`config.mk`:
```
export PLATFORM = sky130hd
export DESIGN_NAME = rdiv_stage
export DESIGN_NICKNAME = d
export VERILOG_FILES = /design/src/hdl/rdiv_pkg.sv /design/src/hdl/rdiv_stage.sv
export SDC_FILE = /design/constraint.sdc
export NUM_CORES = 1
export LEC_CHECK = 0
export BUFFER_PORTS_ARGS = -buffer_cell sky130_fd_sc_hd__buf_2
export CORE_UTILIZATION = 50
export DETAILED_ROUTE_END_ITERATION = 10
export PLACE_DENSITY_LB_ADDON = 0.2
export SETUP_SLACK_MARGIN = 0.4
export SYNTH_ARGS = -nofsm -noshare
export SYNTH_HDL_FRONTEND = slang
export SYNTH_SLANG_ARGS = --single-unit
```
`constraint.sdc`:
```
create_clock -name clock -period 4.08 [get_ports clock]
set_clock_uncertainty 0.2 [all_clocks]
set_input_delay 0.816 -clock clock [delete_from_list [all_inputs] [get_ports clock]]
set_output_delay 0.816 -clock clock [all_outputs]
set_load 0.05 [all_outputs]
```
`src/hdl/rdiv_pkg.sv`:
```
// ----------------------------------------------------------------------------
// Restoring divider package
// Shared widths, mode codes and pipeline types for the restoring divider.
// ----------------------------------------------------------------------------
package rdiv_pkg;

   localparam int DATA_WIDTH_DEFAULT = 32;
   localparam int MODE_WIDTH = 2;

   typedef enum logic [MODE_WIDTH-1:0] {
      MODE_UQUO = 2'd0,
      MODE_UREM = 2'd1,
      MODE_SQUO = 2'd2,
      MODE_SREM = 2'd3
   } mode_type;

   typedef struct packed {
      logic want_rem;
      logic neg_quo;
      logic neg_rem;
      logic div_zero;
   } ctrl_type;

endpackage

```
`src/hdl/rdiv_stage.sv`:
```
// ----------------------------------------------------------------------------
// Restoring divider step stage
// One registered pipeline stage that resolves one quotient bit.
// ----------------------------------------------------------------------------
module rdiv_stage
   import rdiv_pkg::*;
#(
   parameter int DATA_WIDTH = DATA_WIDTH_DEFAULT
) (
   input  logic                  clock,
   input  logic                  reset,
   input  logic                  advance,
   input  logic                  in_valid,
   input  ctrl_type              in_ctrl,
   input  logic [DATA_WIDTH-1:0] in_rem,
   input  logic [DATA_WIDTH-1:0] in_quo,
   input  logic [DATA_WIDTH-1:0] in_div,
   output logic                  out_valid,
   output ctrl_type              out_ctrl,
   output logic [DATA_WIDTH-1:0] out_rem,
   output logic [DATA_WIDTH-1:0] out_quo,
   output logic [DATA_WIDTH-1:0] out_div
);

   logic [DATA_WIDTH:0]   shifted;
   logic [DATA_WIDTH:0]   diff;
   logic                  fits;
   logic                  valid_ff;
   ctrl_type              ctrl_ff;
   logic [DATA_WIDTH-1:0] rem_ff, rem_in;
   logic [DATA_WIDTH-1:0] quo_ff, quo_in;
   logic [DATA_WIDTH-1:0] div_ff;

   always_comb begin
      shifted = {in_rem, in_quo[DATA_WIDTH-1]};
      diff    = shifted - {1'b0, in_div};
      fits    = ~diff[DATA_WIDTH];
      rem_in  = fits ? diff[DATA_WIDTH-1:0] : shifted[DATA_WIDTH-1:0];
      quo_in  = {in_quo[DATA_WIDTH-2:0], fits};
   end

   always_ff @(posedge clock) begin
      if (reset) begin
         valid_ff <= 1'b0;
      end else if (advance) begin
         valid_ff <= in_valid;
      end
      if (advance) begin
         ctrl_ff <= in_ctrl;
         rem_ff  <= rem_in;
         quo_ff  <= quo_in;
         div_ff  <= in_div;
      end
   end

   assign out_valid = valid_ff;
   assign out_ctrl  = ctrl_ff;
   assign out_rem   = rem_ff;
   assign out_quo   = quo_ff;
   assign out_div   = div_ff;

endmodule

```
# Word level (Yosys, flattened, before mapping)
# Index checks and enable logic that the tools add are counted.
[word_totals]
regBits = 101
in_bits = 104
output_inout_bits = 101
word_cells = 11
[op_classes]
n_addsub = 1
muxes = 1
n_bitwise = 1
[op_table]
columns = ["op", "count"]
rows = [
  ["$sub 33x32->33", 1],
  ["$mux 32", 1],
  ["$not 1->1", 1],
]

# Longest topological paths before layout
# Gate-level depths: netlist (run 1).
[depth]
depth_word = 2
depth_mapped = 12
mapped_depth_nobuf = 11

# Worst setup path after synthesis (run 1)
# OpenSTA, ideal clock, no wires.
[synth_timing]
path_kind = "input port to flip-flop"
startpoint = "input in_quo[31]"
endpoint = "register rem_ff[10] (netlist: out_rem[10]) (data pin)"
setup_ns = 0.260
arrival_time_ns = 3.090
t_required_ns = 3.620
path_slack_ns = 0.530
path_stages = 12
path_buffers = 1
cell_sequence = "inv_1 -> ha_1 -> fa_1 -> nand2b_1 -> a21oi_1 -> o211ai_1 -> a21oi_1 -> o31a_2 -> mux2i_1 -> nor2_2 -> buf_6 -> mux2_4"
[synth_via]
elab_chain_cells = 2
[synth_rtl]
columns = ["element", "line", "source"]
rows = [
  ["from (decl)", "rdiv_stage.sv:16", "input logic [DATA_WIDTH-1:0] in_quo,"],
  ["$sub 33x32->33", "rdiv_stage.sv:36", "diff = shifted - {1'b0, in_div};"],
  ["$mux 32", "rdiv_stage.sv:38", "rem_in = fits ? diff[DATA_WIDTH-1:0] : shifted[DATA_WIDTH-1:0];"],
  ["via rem_in[10]", "rdiv_stage.sv:30", "logic [DATA_WIDTH-1:0] rem_ff, rem_in;"],
  ["to (signal assigned)", "rdiv_stage.sv:50", "rem_ff <= rem_in;"],
  ["to (decl)", "rdiv_stage.sv:30", ""],
]
# The timed path passes the listed nets, and every way through them passes these cells.
# A chain may end at the register's enable or synchronous reset.

# Worst setup path in the final report (run 1)
[layout_timing]
startpoint = "input in_quo[31]"
endpoint = "register rem_ff[2] (netlist: out_rem[2]) (data pin)"
# The elaborated chain is that of the path after synthesis.

==> results.toml, run 1 <==
[run_status]
run_status = "finished clean"

[synth]
area_share_of_the_largest_cell_type_after_synthesis_pct = 54.30
netlist_area_before_placement_sq_um = 5530
post_synth_most_frequent_cells = "100 x edfxtp_1, 38 x a21oi_1, 38 x inv_1"
synth.yosys.warnings = 0
ys_ff_latch = 101
synth_fp_nets = 584
asyncSetResetFlopFracSynth_pct = 0
seq_area_frac_synth_pct = 54.66
synth.distinct_cells = 50
synth_largest_area_cell = "edfxtp_1"
postSynth.topFlopCell = "edfxtp_1"
synth_edf_count = 100
postSynthAreaPerCell_sq_um = 12.37
synthTopCellsByArea = "edfxtp_1 54%, ha_1 7.2%, mux2_4 6.8%, a21oi_1 3.4%, inv_1 2.6%"
syn-instance-count = 447
yosysMostFrequentCell = "edfxtp_1"

[setup_path]
required_ns = 4.02
worst_r2r_endpoint = "out_valid"
worstSetupStartpointType = "primary input"
r2r_slack_ns = 3.28
timing.critical_path.from = "in_quo[31]"
critical_path.max_fanout = 12
setup.worst_path.class = "in -> reg"
worst_setup_path_endpoint = "out_rem[2]"
crit-reg2reg-launch = "out_valid"
ff2ff_path_depth = 2
endpoint_kind = "flop"
worstPathArrival_ns = 3.44

[floorplan]
placeableCoreArea_sq_um = 10790
start_util_pct = 51.24
design.die.area_sq_um = 11490
die_width_um = 107.2
floorplan.io_pins = 205
rows = 38
die-height_um = 107.2

[clock_network]
cts_hold_buf = 0
cts_buffers = 9
cts_tree = "built"
h-tree-depth = 3
clock_sink_count = 101
cts.path.max_buffers = 2
clockRootBuffer = "clkbuf_8"
post_cts_resize_count = 0
clkLatencyLatePin_ns = 0.37
post_cts.repair.setup_buffers = 0
path_clk_slew_ns = 0.10

[pwr]
power_frac_clock_pct = 20.8
cellPowerDensity_nw_per_um2 = 425.7
seqPwrFrac_pct = 44.1
netSwitchingPower_mw = 1.080
ir_drop_mv = 0.2209
pwr-share-comb_pct = 35.1
sw_frac_of_total_pct = 36.78
p_int_mw = 1.857
static-leakage-power_nw = 3.191

[timing]
unrepaired_setup_endpoints_after_global_routing = "false"
slew_viol_final = 0
setup_viol_count_final = 0
slew_headroom_pct = 63.35
tightestPinTransition_ns = 0.5498
timing_hold_violations_final = 0
holdWs_ns = 0.3225
clock.fmax_ghz = 0.2855
final.setup.tns_ns = 0
final.period_utilization_pct = 85.84
min_period_ns = 3.502

[finish]
drive_above_1_share_pct = 39.09
antenna-diode-count = 0
post_layout_instance_area_sq_um = 6899
syn_to_final_growth_pct = 24.75
fin_nets = 792
post_layout_nonfiller_instances = 800

[grt]
grt_start_max_net_pins = 102
first_global_vias = 4002
track_usage_pct = 21.69
antenna_found_initial = 0
first_pass_grt_wire_length_mm = 19.13
overflow = 0

[drt]
detail_route.wirelength_mm = 12.43
drt_first_pass_iters = 4
detail_route.drc_violations = 0
detail_route.wl_per_cell_um = 15.54
route.vias.total = 4174
postRouteAntennaNets = 0
avgViaCountPerCell = 5.218
drt-initial-drc-count = 161

[placed_design]
place.gp.congestion = 0.8613
dp.final_hpwl_mm = 9.550
numPortBuffers = 204
placedCellCount = 784
placed_area_sq_um = 6715

[flow_run]
maxCapViolations = 0

[min_path]
hp-class = "reg -> reg"
-- flip-flops by register name (all words and copies together), names as in the netlist --
register	flops
out_rem	32
out_valid	1
out_div	32
out_ctrl	4
out_quo	32
-- worst min-delay path by stage --
stage,to,start,cells after the start
after floorplan,out_valid,out_valid,2
after global placement,out_valid,out_valid,2
after detailed placement,out_valid,out_valid,2
after CTS,out_valid,out_valid,2
after global routing,out_valid,out_valid,2
final,out_valid,out_valid,2
-- power groups by stage --
stage,Sequential [mW],Clock [mW],Combinational (mW)
after global routing,1.31,0.657,1.10
after global placement,1.32,0,1.02
after floorplan,1.71,0,0.391
final,1.30,0.610,1.03
after detailed placement,1.32,0,1.03
after CTS,1.30,0.623,1.03
-- cell type report --
type                            count  area, sq um
Tap cell                          140        175.2
Multi-Input combinational cell    297         2296
Fill cell                         889         3894
Clock buffer                       11        141.4
Sequential cell                   101         3023
Timing Repair Buffer              208         1079
Clock inverter                      5        42.54
Inverter                           38        142.6
-- metrics by stage --
stage / setup slack, ns / total power [mW] / util (%)
finish: 0.5779 / 2.937 / 63.92
floorplan: 0.5299 / 2.098 / -
detailed placement: 0.1601 / 2.353 / 62.22
CTS: 0.5720 / 2.955 / 63.92
global route: 0.4718 / 3.060 / 63.92
global placement: 0.2558 / 2.339 / 62.22
-- metal layers --
layer / share of wire, % / global-route usage (%) / vias up
met3: 6.5 / 3.526 / 20
li1: - / - / 2073
met2: 48 / 36.54 / 161
met5: 0 / 0 / -
met1: 43 / 27.61 / 1920
met4: 2.2 / 9.295 / 0
-- cells by family after synthesis --
family                     Yosys count  share of synthesized area, %
DFF                                101                         54.66
muxes                               34                         8.484
AOI/OAI and AO/OA                  107                         12.38
xor gates and xnor gates            23                         3.642
and+or+nand+nor                    100                         9.322
buffers and inverters               49                         3.914
adders and majority gates           33                         7.602
-- cell usage in the layout (no fill, tap or decap), types with 4 or more instances in the layout --
master | synthesis | layout
o21ai_0 | 17 | 17
nor2_1 | 19 | 19
mux2i_1 | 6 | 6
nand2_1 | 27 | 27
xor2_1 | 10 | 10
a21oi_1 | 38 | 38
buf_2 | 1 | 203
nand4_1 | 6 | 6
edfxtp_1 | 100 | 100
mux2_4 | 25 | 25
xnor2_1 | 13 | 13
nand2b_1 | 8 | 8
o211ai_1 | 6 | 6
o21bai_1 | 5 | 5
inv_1 | 38 | 38
a21o_1 | 18 | 18
ha_1 | 32 | 32
nor3_1 | 4 | 4
o21a_1 | 5 | 5
clkbuf_8 | 0 | 10
and3_1 | 4 | 4
nand3_1 | 10 | 10
nor2b_1 | 5 | 5
-- critical path, stage by stage --
cell and delay, ns:
buf_2 0.07, inv_1 0.04, ha_1 0.21, fa_1 0.41, nand2b_1 0.18, a21oi_1 0.26
o211ai_1 0.18, a21oi_1 0.20, o31a_2 0.18, mux2i_1 0.11, nor2_4 0.15, buf_4 0.27
mux2_2 0.37
(Power assumes the default switching activity.)
==> run 2: changes to the inputs <==
--- a/config.mk
+++ b/config.mk
@@ -6,7 +6,7 @@
 export NUM_CORES = 1
 export LEC_CHECK = 0
 export BUFFER_PORTS_ARGS = -buffer_cell sky130_fd_sc_hd__buf_2
-export CORE_UTILIZATION = 50
+export CORE_UTILIZATION = 35
 export DETAILED_ROUTE_END_ITERATION = 10
 export PLACE_DENSITY_LB_ADDON = 0.2
 export SETUP_SLACK_MARGIN = 0.4
==> results.toml, run 2 (same netlist as run 1, synthesis figures left out) <==
[run_status]
run_status = "finished clean"

[setup_path]
worstSetupStartpointType = "primary input"
path_buf_inv = 3
cpMaxStageDelayCell = "fa_1"
critical_path.max_fanout = 16
endpoint_kind = "flop"
required_ns = 3.99
worst_r2r_endpoint = "out_valid"
r2r_slack_ns = 3.30
largest_stage_delay_worst_path_ns = 0.42
worstPathCellList = "buf_2 > inv_1 > ha_1 > fa_1 > nand2b_1 > a21oi_2 > o211ai_1 > a21oi_1 > o31a_2 > mux2i_1 > nor2_4 > buf_6 > mux2_4"
ff2ff_path_depth = 2
timing.critical_path.from = "in_quo[31]"
crit-reg2reg-launch = "out_valid"
worstPathArrival_ns = 3.43
critical-path-top-delay-family = "compound AO/OA/AOI/OAI gates"
setup.worst_path.class = "in -> reg"

[finish]
antenna-diode-count = 0
syn_to_final_growth_pct = 28.76
fin_nets = 793
nFillCells = 1458
commonest_non_fill_non_tap_cell_in_the_layout = "buf_2"
final_cell_mix = "203 x buf_2, 100 x edfxtp_1, 38 x inv_1"
drive_above_1_share_pct = 39.64

[floorplan]
placeableCoreArea_sq_um = 15310
die_width_um = 127.7
floorplan.io_pins = 205
design.die.area_sq_um = 16310
die-height_um = 127.7
rows = 45
start_util_pct = 36.11

[timing]
final.period_utilization_pct = 86.35
unrepaired_setup_endpoints_after_global_routing = "false"
timing_hold_violations_final = 0
slew_viol_final = 0
holdWs_ns = 0.2988
slew_headroom_pct = 52.51
tightestPinTransition_ns = 0.7124
final.setup.tns_ns = 0
min_period_ns = 3.523
setup_viol_count_final = 0
clock.fmax_ghz = 0.2838

[drt]
route.vias.total = 4230
detail_route.drc_violations = 0
postRouteAntennaNets = 0
detail_route.wirelength_mm = 13.70
drt-initial-drc-count = 229
avgViaCountPerCell = 4.851
detail_route.wl_per_cell_um = 15.71
drt_first_pass_iters = 5

[pwr]
power_frac_clock_pct = 26.8
p_int_mw = 2.050
cellPowerDensity_nw_per_um2 = 449.9
static-leakage-power_nw = 3.256
seqPwrFrac_pct = 40.6
ir_drop_mv = 0.1824
netSwitchingPower_mw = 1.153
pwr-share-comb_pct = 32.6
sw_frac_of_total_pct = 36.01
p_total_mw = 3.203

[clock_network]
clockRootBuffer = "clkbuf_16"
path_clk_slew_ns = 0.07
post_cts.repair.setup_buffers = 0
cts_buffers = 9
cts.path.max_buffers = 2
clkLatencyLatePin_ns = 0.35
cts_tree = "built"
h-tree-depth = 3
clock_sink_count = 101

[placed_design]
dp.final_hpwl_mm = 10.58
place.gp.congestion = 0.7885
numPortBuffers = 204

[grt]
antenna_found_initial = 1
grt_start_max_net_pins = 52
track_usage_pct = 16.67
overflow = 0
first_global_vias = 4062
first_pass_grt_wire_length_mm = 20.85

[min_path]
hold_path.startpoint = "out_valid"
hold-path-endpoint = "out_valid"
hold_path_depth = 2
hp-class = "reg -> reg"

[flow_run]
maxCapViolations = 0
==> run 2: worst min-delay path, stage by stage, from the launching register on <==
cell     delay [ns]
dfxtp_1        0.33
mux2i_1        0.06
nor2_1         0.07
==> run 2: layout make-up <==
class | count | area [sq um] | area share [%]
Clock buffer | 9 | 225.2 | 3.163
Clock inverter | 7 | 72.57 | 1.019
Inverter | 38 | 142.6 | 2.003
Multi-Input combinational cell | 297 | 2303 | 32.35
Sequential cell | 101 | 3023 | 42.45
Tap cell | 211 | 264.0 | 3.708
Timing Repair Buffer | 209 | 1090 | 15.30
==> run 2: power by group through the flow <==
| stage | logic, mW | clock network, mW | registers [mW] |
|---|---|---|---|
| 6_report | 1.04 | 0.860 | 1.30 |
| 2_1_floorplan | 0.391 | 0 | 1.71 |
| 3_3_place_gp | 1.04 | 0 | 1.32 |
| 4_1_cts | 1.05 | 0.891 | 1.30 |
| 3_5_place_dp | 1.04 | 0 | 1.32 |
| 5_1_grt | 1.11 | 0.925 | 1.31 |
==> run 2: timing repair <==
item	4_1_cts	5_1_grt
resized for setup	0	3
setup endpoints to repair	0	17
hold buffers	0	0
==> run 2: metrics by stage <==
| stage | std cells | instance area, sq um | utilization, % | worst slack [ns] |
|---|---|---|---|---|
| global placement | 856 | 6812 | 44.48 | 0.1424 |
| finish | 872 | 7121 | 46.50 | 0.5568 |
| detailed placement | 856 | 6812 | 44.48 | 0.07465 |
| global route | 872 | 7121 | 46.50 | 0.4382 |
| CTS | 872 | 7109 | 46.42 | 0.4426 |
| floorplan | 447 | 5530 | - | 0.5299 |
==> run 2: worst max path at each step <==
stage / end / slack, ns / cells after the start
2_1_floorplan: out_rem[10] / 0.53 / 12
3_3_place_gp: out_rem[24] / 0.14 / 13
3_5_place_dp: out_rem[14] / 0.07 / 13
4_1_cts: out_rem[16] / 0.44 / 13
5_1_grt: out_rem[25] / 0.44 / 11
6_report: out_rem[16] / 0.56 / 13
==> run 2: routing by layer <==
layer	part of all wire [%]	up-vias	GRT usage, %
li1	-	2077	-
met1	45	1982	21.23
met2	47	157	27.93
met3	6.6	12	3.589
met4	1.3	2	6.090
met5	0.095	-	0
